==> src/packet_ring_fifo_defines.svh <==
// ---------------------------------------------------------------------------
// packet_ring_fifo assertion macros
// shared concurrent assertion wrappers, compiled out with NO_ASSERTIONS
// ---------------------------------------------------------------------------
`ifndef PACKET_RING_FIFO_DEFINES_SVH
`define PACKET_RING_FIFO_DEFINES_SVH
`ifndef NO_ASSERTIONS
// same-cycle implication
`define PRF_ASSERT_IMP(label, clk, rst, ante, cons) \
   label: assert property (@(posedge clk) disable iff (rst) (ante) |-> (cons)) \
      else $error("packet_ring_fifo assertion failed");
// next-cycle implication
`define PRF_ASSERT_NXT(label, clk, rst, ante, cons) \
   label: assert property (@(posedge clk) disable iff (rst) (ante) |=> (cons)) \
      else $error("packet_ring_fifo assertion failed");
`else
`define PRF_ASSERT_IMP(label, clk, rst, ante, cons)
`define PRF_ASSERT_NXT(label, clk, rst, ante, cons)
`endif
`endif

==> src/prf_pkg.sv <==
// ---------------------------------------------------------------------------
// prf_pkg
// shared constants, codes and types of the packet ring fifo
// ---------------------------------------------------------------------------
`timescale 1ns / 1ps

package prf_pkg;

   localparam int unsigned SLOT_COUNT_DEF = 8;
   localparam int unsigned SLOT_BYTES_DEF = 512;

   localparam int unsigned DATA_W         = 64;
   localparam int unsigned BYTES_PER_WORD = 8;
   localparam int unsigned NB_W           = 4;   // byte count of one beat
   localparam int unsigned LEN_W          = 10;  // packet length in bytes
   localparam int unsigned WCNT_W         = 7;   // word count of one packet
   localparam int unsigned MIN_W          = 9;
   localparam int unsigned CNT_W          = 32;

   localparam logic [MIN_W-1:0] MIN_BYTES_RST = 9'd16;

   // request codes
   localparam logic [1:0] REQ_PUSH  = 2'd0;
   localparam logic [1:0] REQ_POP   = 2'd1;
   localparam logic [1:0] REQ_CLEAR = 2'd2;

   // result status codes
   localparam logic [1:0] STATUS_OK       = 2'd0;
   localparam logic [1:0] STATUS_REJECT   = 2'd1;
   localparam logic [1:0] STATUS_OVERRUN  = 2'd2;
   localparam logic [1:0] STATUS_UNDERRUN = 2'd3;

   // staging state as seen after the current push beat
   typedef struct packed {
      logic [LEN_W-1:0]  length;
      logic              too_long;
      logic [DATA_W-1:0] tail;
   } pack_stat_type;

   // completed staging word to be stored
   typedef struct packed {
      logic              en;
      logic [WCNT_W-1:0] index;
      logic [DATA_W-1:0] word;
   } word_wr_type;

   // mask of the low nbytes bytes of a word
   function automatic logic [DATA_W-1:0] byte_mask(input logic [NB_W-1:0] nbytes);
      logic [DATA_W-1:0] m;
      m = '0;
      for (int i = 0; i < BYTES_PER_WORD; i++) begin
         if (NB_W'(i) < nbytes) begin
            m[8*i +: 8] = 8'hff;
         end
      end
      return m;
   endfunction

endpackage

==> src/prf_ram.sv <==
// ---------------------------------------------------------------------------
// prf_ram
// generic simple dual port ram, one write and one registered read port
// ---------------------------------------------------------------------------
`timescale 1ns / 1ps

module prf_ram #(
   parameter int unsigned WIDTH = prf_pkg::DATA_W,
   parameter int unsigned DEPTH = prf_pkg::SLOT_COUNT_DEF
) (
   input  logic                     clock,
   input  logic                     wr_en,
   input  logic [$clog2(DEPTH)-1:0] wr_addr,
   input  logic [WIDTH-1:0]         wr_data,
   input  logic                     rd_en,
   input  logic [$clog2(DEPTH)-1:0] rd_addr,
   output logic [WIDTH-1:0]         rd_data
);

   logic [WIDTH-1:0] mem [DEPTH];
   logic [WIDTH-1:0] rd_data_ff;

   always_ff @(posedge clock) begin
      if (wr_en) begin
         mem[wr_addr] <= wr_data;
      end
      if (rd_en) begin
         rd_data_ff <= mem[rd_addr];
      end
   end

   assign rd_data = rd_data_ff;

endmodule

==> config.mk <==
export PLATFORM = sky130hd
export DESIGN_NAME = prf_ram
export DESIGN_NICKNAME = d
export VERILOG_FILES = /design/src/packet_ring_fifo_defines.svh /design/src/prf_pkg.sv /design/src/prf_ram.sv
export SDC_FILE = /design/constraint.sdc
export NUM_CORES = 1
export LEC_CHECK = 0
export BUFFER_PORTS_ARGS = -buffer_cell sky130_fd_sc_hd__buf_2
export CAP_MARGIN = 20
export CORE_AREA = 2 2 238 146
export DETAILED_ROUTE_END_ITERATION = 7
export DIE_AREA = 0 0 240 148
export PLACE_DENSITY = 0.89
export REMOVE_ABC_BUFFERS = 1
export SKIP_LAST_GASP = 1
export SLEW_MARGIN = 20
export SYNTH_ARGS = -nofsm -noshare
export SYNTH_HDL_FRONTEND = slang
export SYNTH_SLANG_ARGS = --single-unit
==> constraint.sdc <==
create_clock -name clock -period 8.3 [get_ports clock]
set_input_delay 0.415 -clock clock [delete_from_list [all_inputs] [get_ports clock]]
set_output_delay 0.415 -clock clock [all_outputs]
set_load 0.01 [all_outputs]
==> summary by stage <==
Floorplanning
The initial utilization of the core area, before any placement, comes to 63.6%. 137 I/O pins were placed. The number of placement rows is 52. The total core area is 33300 um2. The width of the chip is 240 um. The die covers 35500 um2. From bottom edge to top edge, the die measures 148 um.

Timing
Setup violations remaining at the end of the flow were counted as 0. In the final timing run, aggregate negative setup slack is 0 ns. The number of pins exceeding their max-slew limit in the final report was 0. Setup repair after global routing left no endpoint under its margin. After layout, the worst path uses 29.5% of the clock period.

For the finished layout, the period the worst path requires is 2.44 ns. At the pin with the least slew margin, the transition time is 1.15 ns. Headroom to the max-slew limit came out at 23.4%. For this run, the top clock speed supported by timing is 409 MHz.

The final worst slack is 5.86 ns. The count of endpoints failing hold in the final timing report is 0. The worst hold slack is 0.126 ns. Between clock sinks in the finished design, the worst skew comes to 0.00897 ns.

Pwr
The power per cell area is 246 nW/um2. The cell-internal power is 4700 uW. The reported net switching power is 1200 uW. The worst vdd rail ir drop is 0.000184 V. The share of total power in the clock network is 37.8%. The switching share of total power is 20.3%. The part of the power in registers is 56.9%.

The logic gate share of total power is 5.3%. In this run the static leakage power is 0.00774 uW.

Drt
For this run, design rule violations remaining after detail routing come to 0. For this run, the detailed router's first-pass iteration total came to 5. The remaining number of nets flagged by the antenna check after routing is 0. After detailed routing, the average wire length per cell comes to 29.4 um. The via density per instance is 6.37. The overall via count from detail_route is 9448. The final layout contains routed wiring with a total length of 43.6 mm. The detailed router finished its first iteration with 953 violations.

Logic synthesis
Counting distinct cell types in the post-synthesis netlist gives 12. The flop and latch count out of synthesis is 576. The Yosys step of the flow raised 0 warnings. The synthesized instance count is 816.

Dividing the synthesized area by the synthesized cell count gives 26.0 um2. Sequential elements use 81.6% of the synthesized area. The area of the mapped netlist is 21200 um2.

CTS
In this run the clock root is driven by a sky130_fd_sc_hd__clkbuf_16. The maximum buffer depth of the clock tree is 3. The number of buffers inserted by post-CTS setup repair is 0. The clock input transition at the sequential cells of the worst setup and hold paths is 0.07 ns.

In this run, CTS created clock tree buffers numbering 48. In this run the number of H-tree levels came out at 2. The clock tree from TritonCTS is built. Post-CTS repair changed the size of 0 cells. The insertion delay to the later sink of the worst-skew pair is 0.56 ns. The number of buffers inserted for hold repair after clock tree synthesis is 0.

Clock tree synthesis found a total of 576 sinks.

Worst setup path
Counting cells, the worst reg-to-reg path comes to 2. The worst-path maximum fanout is 58. The count of cell instances traversed by the critical path is 4. The signal on the critical path passes through clkbuf_8 > buf_4 > mux4_2 > mux2_2. The slack of the worst reg-to-reg path is 6.80 ns.

The kind of end point of the critical path is a flop. The worst register-to-register path ends at rd_data[41]. The kind of cell adding the most delay to the critical path is buffers and inverters. The critical path starts at rd_addr[0]. The data required time at the worst endpoint is 8.61 ns. STA puts the critical path data arrival time at 2.76 ns. The destination of the critical timing path is rd_data[58]. The slowest cell on the critical path is sky130_fd_sc_hd__buf_4. The worst register-to-register path begins at mem[0][41]. The type of origin of the critical path is an input port. On the worst path, the slowest cell contributes a delay of 0.72 ns. The critical path in this run is classified as input port to flop. The buffer and inverter count on the worst path is 2.

Layout
Counting the fill cells in the layout gives 1901. In the final design database the tool counted 1056 nets. The count of cells in the finished layout, fillers not included, comes to 1484. Relative to the synthesized area, the layout overhead comes to 13.2%. The proportion of layout cells with a drive suffix above 1 is 40.9%. Leaving out fill and tap cells, the most frequent cell in the layout is sky130_fd_sc_hd__edfxtp_1. The top cell types in the final layout, fill and taps aside, are sky130_fd_sc_hd__edfxtp_1 (576), sky130_fd_sc_hd__buf_2 (132), sky130_fd_sc_hd__mux4_2 (128).

Placement
At the end of routability-driven placement, the weighted congestion stood at 0.698. The post-place setup slack is 5.26 ns. The count of input and output buffers is 136. Once detailed placement completed, the half-perimeter wirelength came to 21.1 mm. Including well taps, the total number of placed cells is 1390.

GRT
Across every metal layer, demand over resource in global routing totals 25.4%. The global-route wire length before repair is 64.1 mm. The pin count of the biggest net entering global routing is 66. The total overflow reported by the global router is 0. The via count of the first global-routing pass is 9980. The number of antenna violations at the first check in global routing is 8.

Run status
The run finished with clean final reports.

Run
The tool flagged a number of max-cap violations equal to 0.

Min path
The classification of the worst-slack hold path is input port to flop.
-- synthesized netlist by cell type, drive strengths merged --
library cell    n  share of area, %
clkbuf          9              0.16
buf            26              0.92
mux2           64               3.4
mux4          128                14
edfxtp        576                82
nor3            2             0.047
nand2b          3             0.089
nor2            6              0.11
nand2           2             0.035
-- layer usage --
metal	share of wire (%)	global-route usage, %
met2	51	41.4
met4	2.7	8.79
met5	0.12	0
met3	7.2	4.72
met1	39	35.5
-- registers in the layout, indices dropped and copies added (netlist names) --
| register | cells |
|---|---|
| mem | 512 |
| rd_data | 64 |
-- cell families after synthesis --
group,after synthesis,synth area share [%]
muxes,192,17.0
and+or+nand+nor,13,0.278
DFF,576,81.6
buffers and inverters,35,1.08
-- worst min path at each step --
stage	to	slack, ns	from	cells after the start
after global placement	mem[7][3]	0.68	wr_data[3]	1
after global routing	mem[5][3]	0.12	wr_data[3]	1
after CTS	mem[6][29]	0.09	wr_data[29]	1
after detailed placement	mem[7][29]	0.69	wr_data[29]	1
after floorplan	mem[0][0]	0.51	wr_data[0]	0
final	mem[5][29]	0.13	wr_data[29]	1
-- power groups by stage --
stage                     clock, uW  sequential, uW  combinational (uW)
after floorplan                   0            3420                 138
after global placement            0            3410                 296
after detailed placement          0            3420                 309
after CTS                      2260            3360                 316
after global routing           2360            3370                 335
final                          2230            3360                 313
-- layout make-up --
type | instances | area, um2 | area share (%)
Multi-Input combinational cell | 205 | 3720 | 15.5
Timing Repair Buffer | 152 | 861 | 3.59
Sequential cell | 576 | 17300 | 72.1
Antenna cell | 6 | 15.0 | 0.0626
Clock inverter | 26 | 250 | 1.04
Clock buffer | 60 | 1270 | 5.29
Tap cell | 459 | 574 | 2.39
-- stage by stage --
stage,cell area [um2],util [%],power (uW)
6_report,24000,72.0,5900
5_1_grt,24000,72.0,6060
4_1_cts,23900,71.8,5940
3_5_place_dp,22400,67.2,3730
3_3_place_gp,22400,67.2,3710
2_1_floorplan,21000,-,3560
No activity file was read; power rests on OpenSTA's default activity.
