<file path="config.mk">
export PLATFORM = sky130hd
export DESIGN_NAME = prf_pack
export DESIGN_NICKNAME = d
export VERILOG_FILES = /design/src/packet_ring_fifo_defines.svh /design/src/prf_pkg.sv /design/src/prf_pack.sv
export SDC_FILE = /design/constraint.sdc
export NUM_CORES = 1
export LEC_CHECK = 0
export BUFFER_PORTS_ARGS = -buffer_cell sky130_fd_sc_hd__buf_4
export CELL_PAD_IN_SITES_DETAIL_PLACEMENT = 0
export CELL_PAD_IN_SITES_GLOBAL_PLACEMENT = 1
export CORE_ASPECT_RATIO = 2
export CORE_UTILIZATION = 31
export CTS_CLUSTER_SIZE = 12
export DETAILED_ROUTE_END_ITERATION = 7
export HOLD_SLACK_MARGIN = 0.12
export PLACE_DENSITY_LB_ADDON = 0.1
export SLEW_MARGIN = 25
export SYNTH_ARGS = -nofsm -noshare
export SYNTH_HDL_FRONTEND = slang
export SYNTH_SLANG_ARGS = --single-unit
</file>
<file path="constraint.sdc">
create_clock -name clock -period 8.1 [get_ports clock]
set_clock_uncertainty 0.05 [all_clocks]
set_input_delay 0.405 -clock clock [delete_from_list [all_inputs] [get_ports clock]]
set_output_delay 0.405 -clock clock [all_outputs]
set_load 0.03 [all_outputs]
</file>
<file path="src/packet_ring_fifo_defines.svh">
// ---------------------------------------------------------------------------
// packet_ring_fifo assertion macros
// shared concurrent assertion wrappers, compiled out with NO_ASSERTIONS
// ---------------------------------------------------------------------------
`ifndef PACKET_RING_FIFO_DEFINES_SVH
`define PACKET_RING_FIFO_DEFINES_SVH
`ifndef NO_ASSERTIONS
// same-cycle implication
`define PRF_ASSERT_IMP(label, clk, rst, ante, cons) \
   label: assert property (@(posedge clk) disable iff (rst) (ante) |-> (cons)) \
      else $error("packet_ring_fifo assertion failed");
// next-cycle implication
`define PRF_ASSERT_NXT(label, clk, rst, ante, cons) \
   label: assert property (@(posedge clk) disable iff (rst) (ante) |=> (cons)) \
      else $error("packet_ring_fifo assertion failed");
`else
`define PRF_ASSERT_IMP(label, clk, rst, ante, cons)
`define PRF_ASSERT_NXT(label, clk, rst, ante, cons)
`endif
`endif

</file>
<file path="src/prf_pkg.sv">
// ---------------------------------------------------------------------------
// prf_pkg
// shared constants, codes and types of the packet ring fifo
// ---------------------------------------------------------------------------
`timescale 1ns / 1ps

package prf_pkg;

   localparam int unsigned SLOT_COUNT_DEF = 8;
   localparam int unsigned SLOT_BYTES_DEF = 512;

   localparam int unsigned DATA_W         = 64;
   localparam int unsigned BYTES_PER_WORD = 8;
   localparam int unsigned NB_W           = 4;   // byte count of one beat
   localparam int unsigned LEN_W          = 10;  // packet length in bytes
   localparam int unsigned WCNT_W         = 7;   // word count of one packet
   localparam int unsigned MIN_W          = 9;
   localparam int unsigned CNT_W          = 32;

   localparam logic [MIN_W-1:0] MIN_BYTES_RST = 9'd16;

   // request codes
   localparam logic [1:0] REQ_PUSH  = 2'd0;
   localparam logic [1:0] REQ_POP   = 2'd1;
   localparam logic [1:0] REQ_CLEAR = 2'd2;

   // result status codes
   localparam logic [1:0] STATUS_OK       = 2'd0;
   localparam logic [1:0] STATUS_REJECT   = 2'd1;
   localparam logic [1:0] STATUS_OVERRUN  = 2'd2;
   localparam logic [1:0] STATUS_UNDERRUN = 2'd3;

   // staging state as seen after the current push beat
   typedef struct packed {
      logic [LEN_W-1:0]  length;
      logic              too_long;
      logic [DATA_W-1:0] tail;
   } pack_stat_type;

   // completed staging word to be stored
   typedef struct packed {
      logic              en;
      logic [WCNT_W-1:0] index;
      logic [DATA_W-1:0] word;
   } word_wr_type;

   // mask of the low nbytes bytes of a word
   function automatic logic [DATA_W-1:0] byte_mask(input logic [NB_W-1:0] nbytes);
      logic [DATA_W-1:0] m;
      m = '0;
      for (int i = 0; i < BYTES_PER_WORD; i++) begin
         if (NB_W'(i) < nbytes) begin
            m[8*i +: 8] = 8'hff;
         end
      end
      return m;
   endfunction

endpackage

</file>
<file path="src/prf_pack.sv">
// ---------------------------------------------------------------------------
// prf_pack
// byte packer: folds push beats into contiguous staging words
// ---------------------------------------------------------------------------
`timescale 1ns / 1ps

module prf_pack #(
   parameter int unsigned SLOT_BYTES = prf_pkg::SLOT_BYTES_DEF
) (
   input  logic                          clock,
   input  logic                          reset,
   input  logic                          push_en,
   input  logic                          drop,
   input  logic [prf_pkg::DATA_W-1:0]    push_data,
   input  logic [prf_pkg::NB_W-1:0]      push_bytes,
   output prf_pkg::pack_stat_type        stat,
   output prf_pkg::word_wr_type          word_wr
);

   localparam int unsigned DW = prf_pkg::DATA_W;
   localparam int unsigned LW = prf_pkg::LEN_W;
   localparam int unsigned NW = prf_pkg::NB_W;
   localparam logic [LW-1:0] CAP = LW'(SLOT_BYTES);
   localparam logic [NW-1:0] FULL_BEAT = NW'(prf_pkg::BYTES_PER_WORD);

   logic [LW-1:0]   len_ff,      len_in;
   logic            too_long_ff, too_long_in;
   logic [DW-1:0]   tail_ff,     tail_in;

   logic [NW-1:0]   nb;
   logic [LW-1:0]   room;
   logic            over;
   logic [NW-1:0]   take;
   logic [2:0]      offset;
   logic [2*DW-1:0] shifted;
   logic [2*DW-1:0] merged;
   logic            full_word;

   always_comb begin
      nb        = (push_bytes > FULL_BEAT) ? FULL_BEAT : push_bytes;
      room      = CAP - len_ff;
      over      = LW'(nb) > room;
      take      = over ? room[NW-1:0] : nb;
      offset    = len_ff[2:0];
      shifted   = {DW'(0), push_data & prf_pkg::byte_mask(take)} << {offset, 3'b000};
      merged    = {DW'(0), tail_ff} | shifted;
      full_word = (NW'(offset) + take) >= FULL_BEAT;

      stat.length   = len_ff + LW'(take);
      stat.too_long = too_long_ff | over;
      stat.tail     = full_word ? merged[2*DW-1:DW] : merged[DW-1:0];

      word_wr.en    = push_en & full_word;
      word_wr.index = len_ff[LW-1:3];
      word_wr.word  = merged[DW-1:0];

      len_in      = len_ff;
      too_long_in = too_long_ff;
      tail_in     = tail_ff;
      if (drop) begin
         len_in      = '0;
         too_long_in = 1'b0;
         tail_in     = '0;
      end else if (push_en) begin
         len_in      = stat.length;
         too_long_in = stat.too_long;
         tail_in     = stat.tail;
      end
   end

   always_ff @(posedge clock) begin
      if (reset) begin
         len_ff      <= '0;
         too_long_ff <= 1'b0;
         tail_ff     <= '0;
      end else begin
         len_ff      <= len_in;
         too_long_ff <= too_long_in;
         tail_ff     <= tail_in;
      end
   end

endmodule

</file>
==> results.cfg <==
[power_and_ir_drop]
internal_power_mw = 0.859
p_sw_share_pct = 44.0
switching_power_mw = 0.675
power.leakage_nw = 4.18
ir_worst_vdd_v = 0.000110
total_power_mw = 1.53
pwr-share-comb_pct = 45.1
p_per_area_nw_per_um2 = 154
clkPwrFrac_pct = 29.6
pwr-share-seq_pct = 25.2

[sta]
rsz0062_at_grt = no
fin_tns_setup_ns = 0
tightest_slew_ns = 1.11
period_needed_ns = 6.62
min_period_over_period_pct = 81.7
final-max-slew-violation-count = 0
clock.fmax_ghz = 0.151
slew-limit-headroom_pct = 25.9
hold_violations = 0
finalSetupViolCount = 0

[clock_network]
cts_num_sinks = 75
post_cts_buffers = 0
cts_buffers = 9
root_buffer = clkbuf_16
ctsHoldBuffers = 0
clock_latency_ns = 0.37
path_clk_slew_ns = 0.07
tritoncts = done
h-tree-depth = 3
cts_resized = 0
clk_path_buf_depth = 2

[worst_hold_path]
hold_start = push_data[58]
hp-class = input port to register
min_to = tail_ff[50]
hold_depth = 4

[yosys]
netlist_instances = 1115
async_flop_share_pct = 0
yosysTopAreaCellShare_pct = 19.1
ys_warn_count = 0
synth.avg_cell_area_um2 = 7.05
netlist_top_cells_area = dfxtp_1 (19%), nor2_1 (5.2%), o21ai_0 (4.8%)
ys_types = 81
synth_nets = 1197
ys_ff_latch = 75
synth_area_um2 = 7860
synth_edf_count = 0
synth_top_area_cell = dfxtp_1
yosysSeqAreaShare_pct = 19.1
ys.flop_type = dfxtp_1

[critical_path]
cp-end-kind = primary output
max_stage_delay_ns = 0.55
r2r_cells = 18
cp.required_ns = 7.65
r2r_slack_ns = 2.13
crit_type = register to primary output
r2r-end = tail_ff[44]
path_buf_inv = 4
crit_fanout = 51
critPathArrivalTime_ns = 6.16
crit_chain = inv_1, ha_1, xnor2_1, inv_1, ha_1, nand4_1, nand4_1, a221o_2, nor2_4, nand2_1, o21ai_0, ha_1, a21o_1, a21oi_2, xnor2_4, buf_4, nand2_1, o221ai_1, buf_4
r2r_start = len_ff[0]
worstSetupStartpointType = register
crit_top_cell = ha_1
slowest_stage = a221o_2
cp_top_family = compound AO/OA/AOI/OAI gates

[floorplan]
rows = 82
die_area_um2 = 26000
die_y_um = 227
core_region_area_um2 = 24900
io_pins = 219
die_w_um = 115
start_util_pct = 31.5

[drt]
via_count = 10100
drt-total-wl_mm = 45.3
antenna_left = 0
routedWlPerCell_um = 28.3
vias_per_cell = 6.31
drt_iter0_drc = 1206
drtPass1Iterations = 7
drc = 0

[global_route]
grt_max_degree = 74
track_usage_pct = 34.7
grt_pass1_vias = 9633
grt_pass1_wl_mm = 64.5
overflow = 0
antenna_found_initial = 0

[run]
maxCapViolCount = 0

[placement]
dp_hpwl_mm = 35.5
gp_congestion = 0.979
io_buffer_count = 218

[final_layout]
drive_gt1_share_pct = 25.5
syn_to_final_growth_pct = 26.9
fin_nets = 1342

[status]
run_status = completed
-- layout by cell type, fill, tap and decap left out, drive strengths merged, types with 9 or more instances in the layout --
master  instances
a21oi          54
a221oi         16
a21o           19
o21a           10
nor3           32
nand2b         14
or2            20
o21ai         102
clkbuf         11
xor2           11
inv            37
a21boi         11
a221o          19
nand2          82
nor2          110
a211oi         25
a22oi          16
or3            16
and2           25
buf           238
ha              9
and3           22
nand4          48
o221ai         15
nor3b           9
nand3          37
o22ai          10
a31oi          16
nor4b           9
xnor2          10
a22o            9
dfxtp          75
-- registers in the layout (all words and copies together) (netlist names) --
signal and cells:
tail_ff 64, len_ff 10, too_long_ff 1
-- worst min-delay path, stage by stage --
cell     delay (ns)
buf_4          0.14
nand2_1        0.07
o21ai_1        0.06
o211a_1        0.10
-- cell usage after synthesis, types with 10 or more instances --
master    count
nand4_1      48
or2_2        18
inv_1        35
buf_4        13
xor2_1       11
o21ai_1      23
o221ai_1     15
a21o_1       19
a221oi_1     15
buf_2        19
or3_1        14
and2_1       25
o21a_1       10
nor3_1       29
nor2_1      109
dfxtp_1      75
nand2_1      81
nand2b_1     14
a211oi_1     23
nand3_1      37
clkbuf_1     65
a22oi_1      16
o21ai_0      75
a31oi_1      16
a21oi_1      54
o22ai_1      10
and3_1       22
a221o_1      18
-- how the worst max path moves through the flow --
stage	end	start	depth (start not counted)	slack, ns
detailed placement	stat[36]	len_ff[0]	19	1.54
finish	stat[36]	len_ff[0]	19	1.48
floorplan	stat[24]	len_ff[0]	23	1.93
global placement	stat[36]	len_ff[0]	19	1.70
CTS	stat[36]	len_ff[0]	19	1.13
global route	stat[36]	len_ff[0]	19	1.07
-- metrics by stage --
stage	util [%]	hold WS [ns]	cells	cell area (um^2)	worst slack, ns
2_1_floorplan	-	0.378	1115	7860	1.93
3_3_place_gp	38.6	0.401	1585	9630	1.70
3_5_place_dp	38.7	0.402	1585	9640	1.54
4_1_cts	39.9	0.385	1601	9950	1.13
5_1_grt	40.0	0.438	1601	9970	1.07
6_report	40.0	0.410	1602	9970	1.48
-- cells by family after synthesis --
logic type,share of synthesized area (%)
DFF,19.1
xor gates and xnor gates,2.53
buffers and inverters,7.70
AOI/OAI and AO/OA,38.6
and+or+nand+nor,29.4
adders and majority gates,1.69
muxes,0.971
-- power groups by stage --
stage | sequential, mW | clock, mW | combinational [mW]
6_report | 0.387 | 0.454 | 0.692
3_5_place_dp | 0.395 | 0 | 0.684
2_1_floorplan | 0.392 | 0 | 0.402
3_3_place_gp | 0.395 | 0 | 0.685
4_1_cts | 0.387 | 0.461 | 0.685
5_1_grt | 0.388 | 0.471 | 0.725
-- routing by layer --
layer	track usage, %	routed length, um	part of all wire [%]	up-vias
li1	-	-	-	4557
met1	34.9	15100	33	4780
met2	59.6	22400	50	592
met3	6.18	2920	6.4	183
met4	33.2	4870	11	0
met5	0	0	0	-
-- cell type report --
class                      instances  area (um^2)
antenna                            1         2.50
clock buffer                      11          253
clock inverter                     5         60.1
fill                            2733        15000
inverter                          38          143
multi-input combinational        898         5800
sequential                        75         1500
tap                              336          420
timing repair buffer             238         1790
Note: power is estimated with default switching activity, not from simulation.
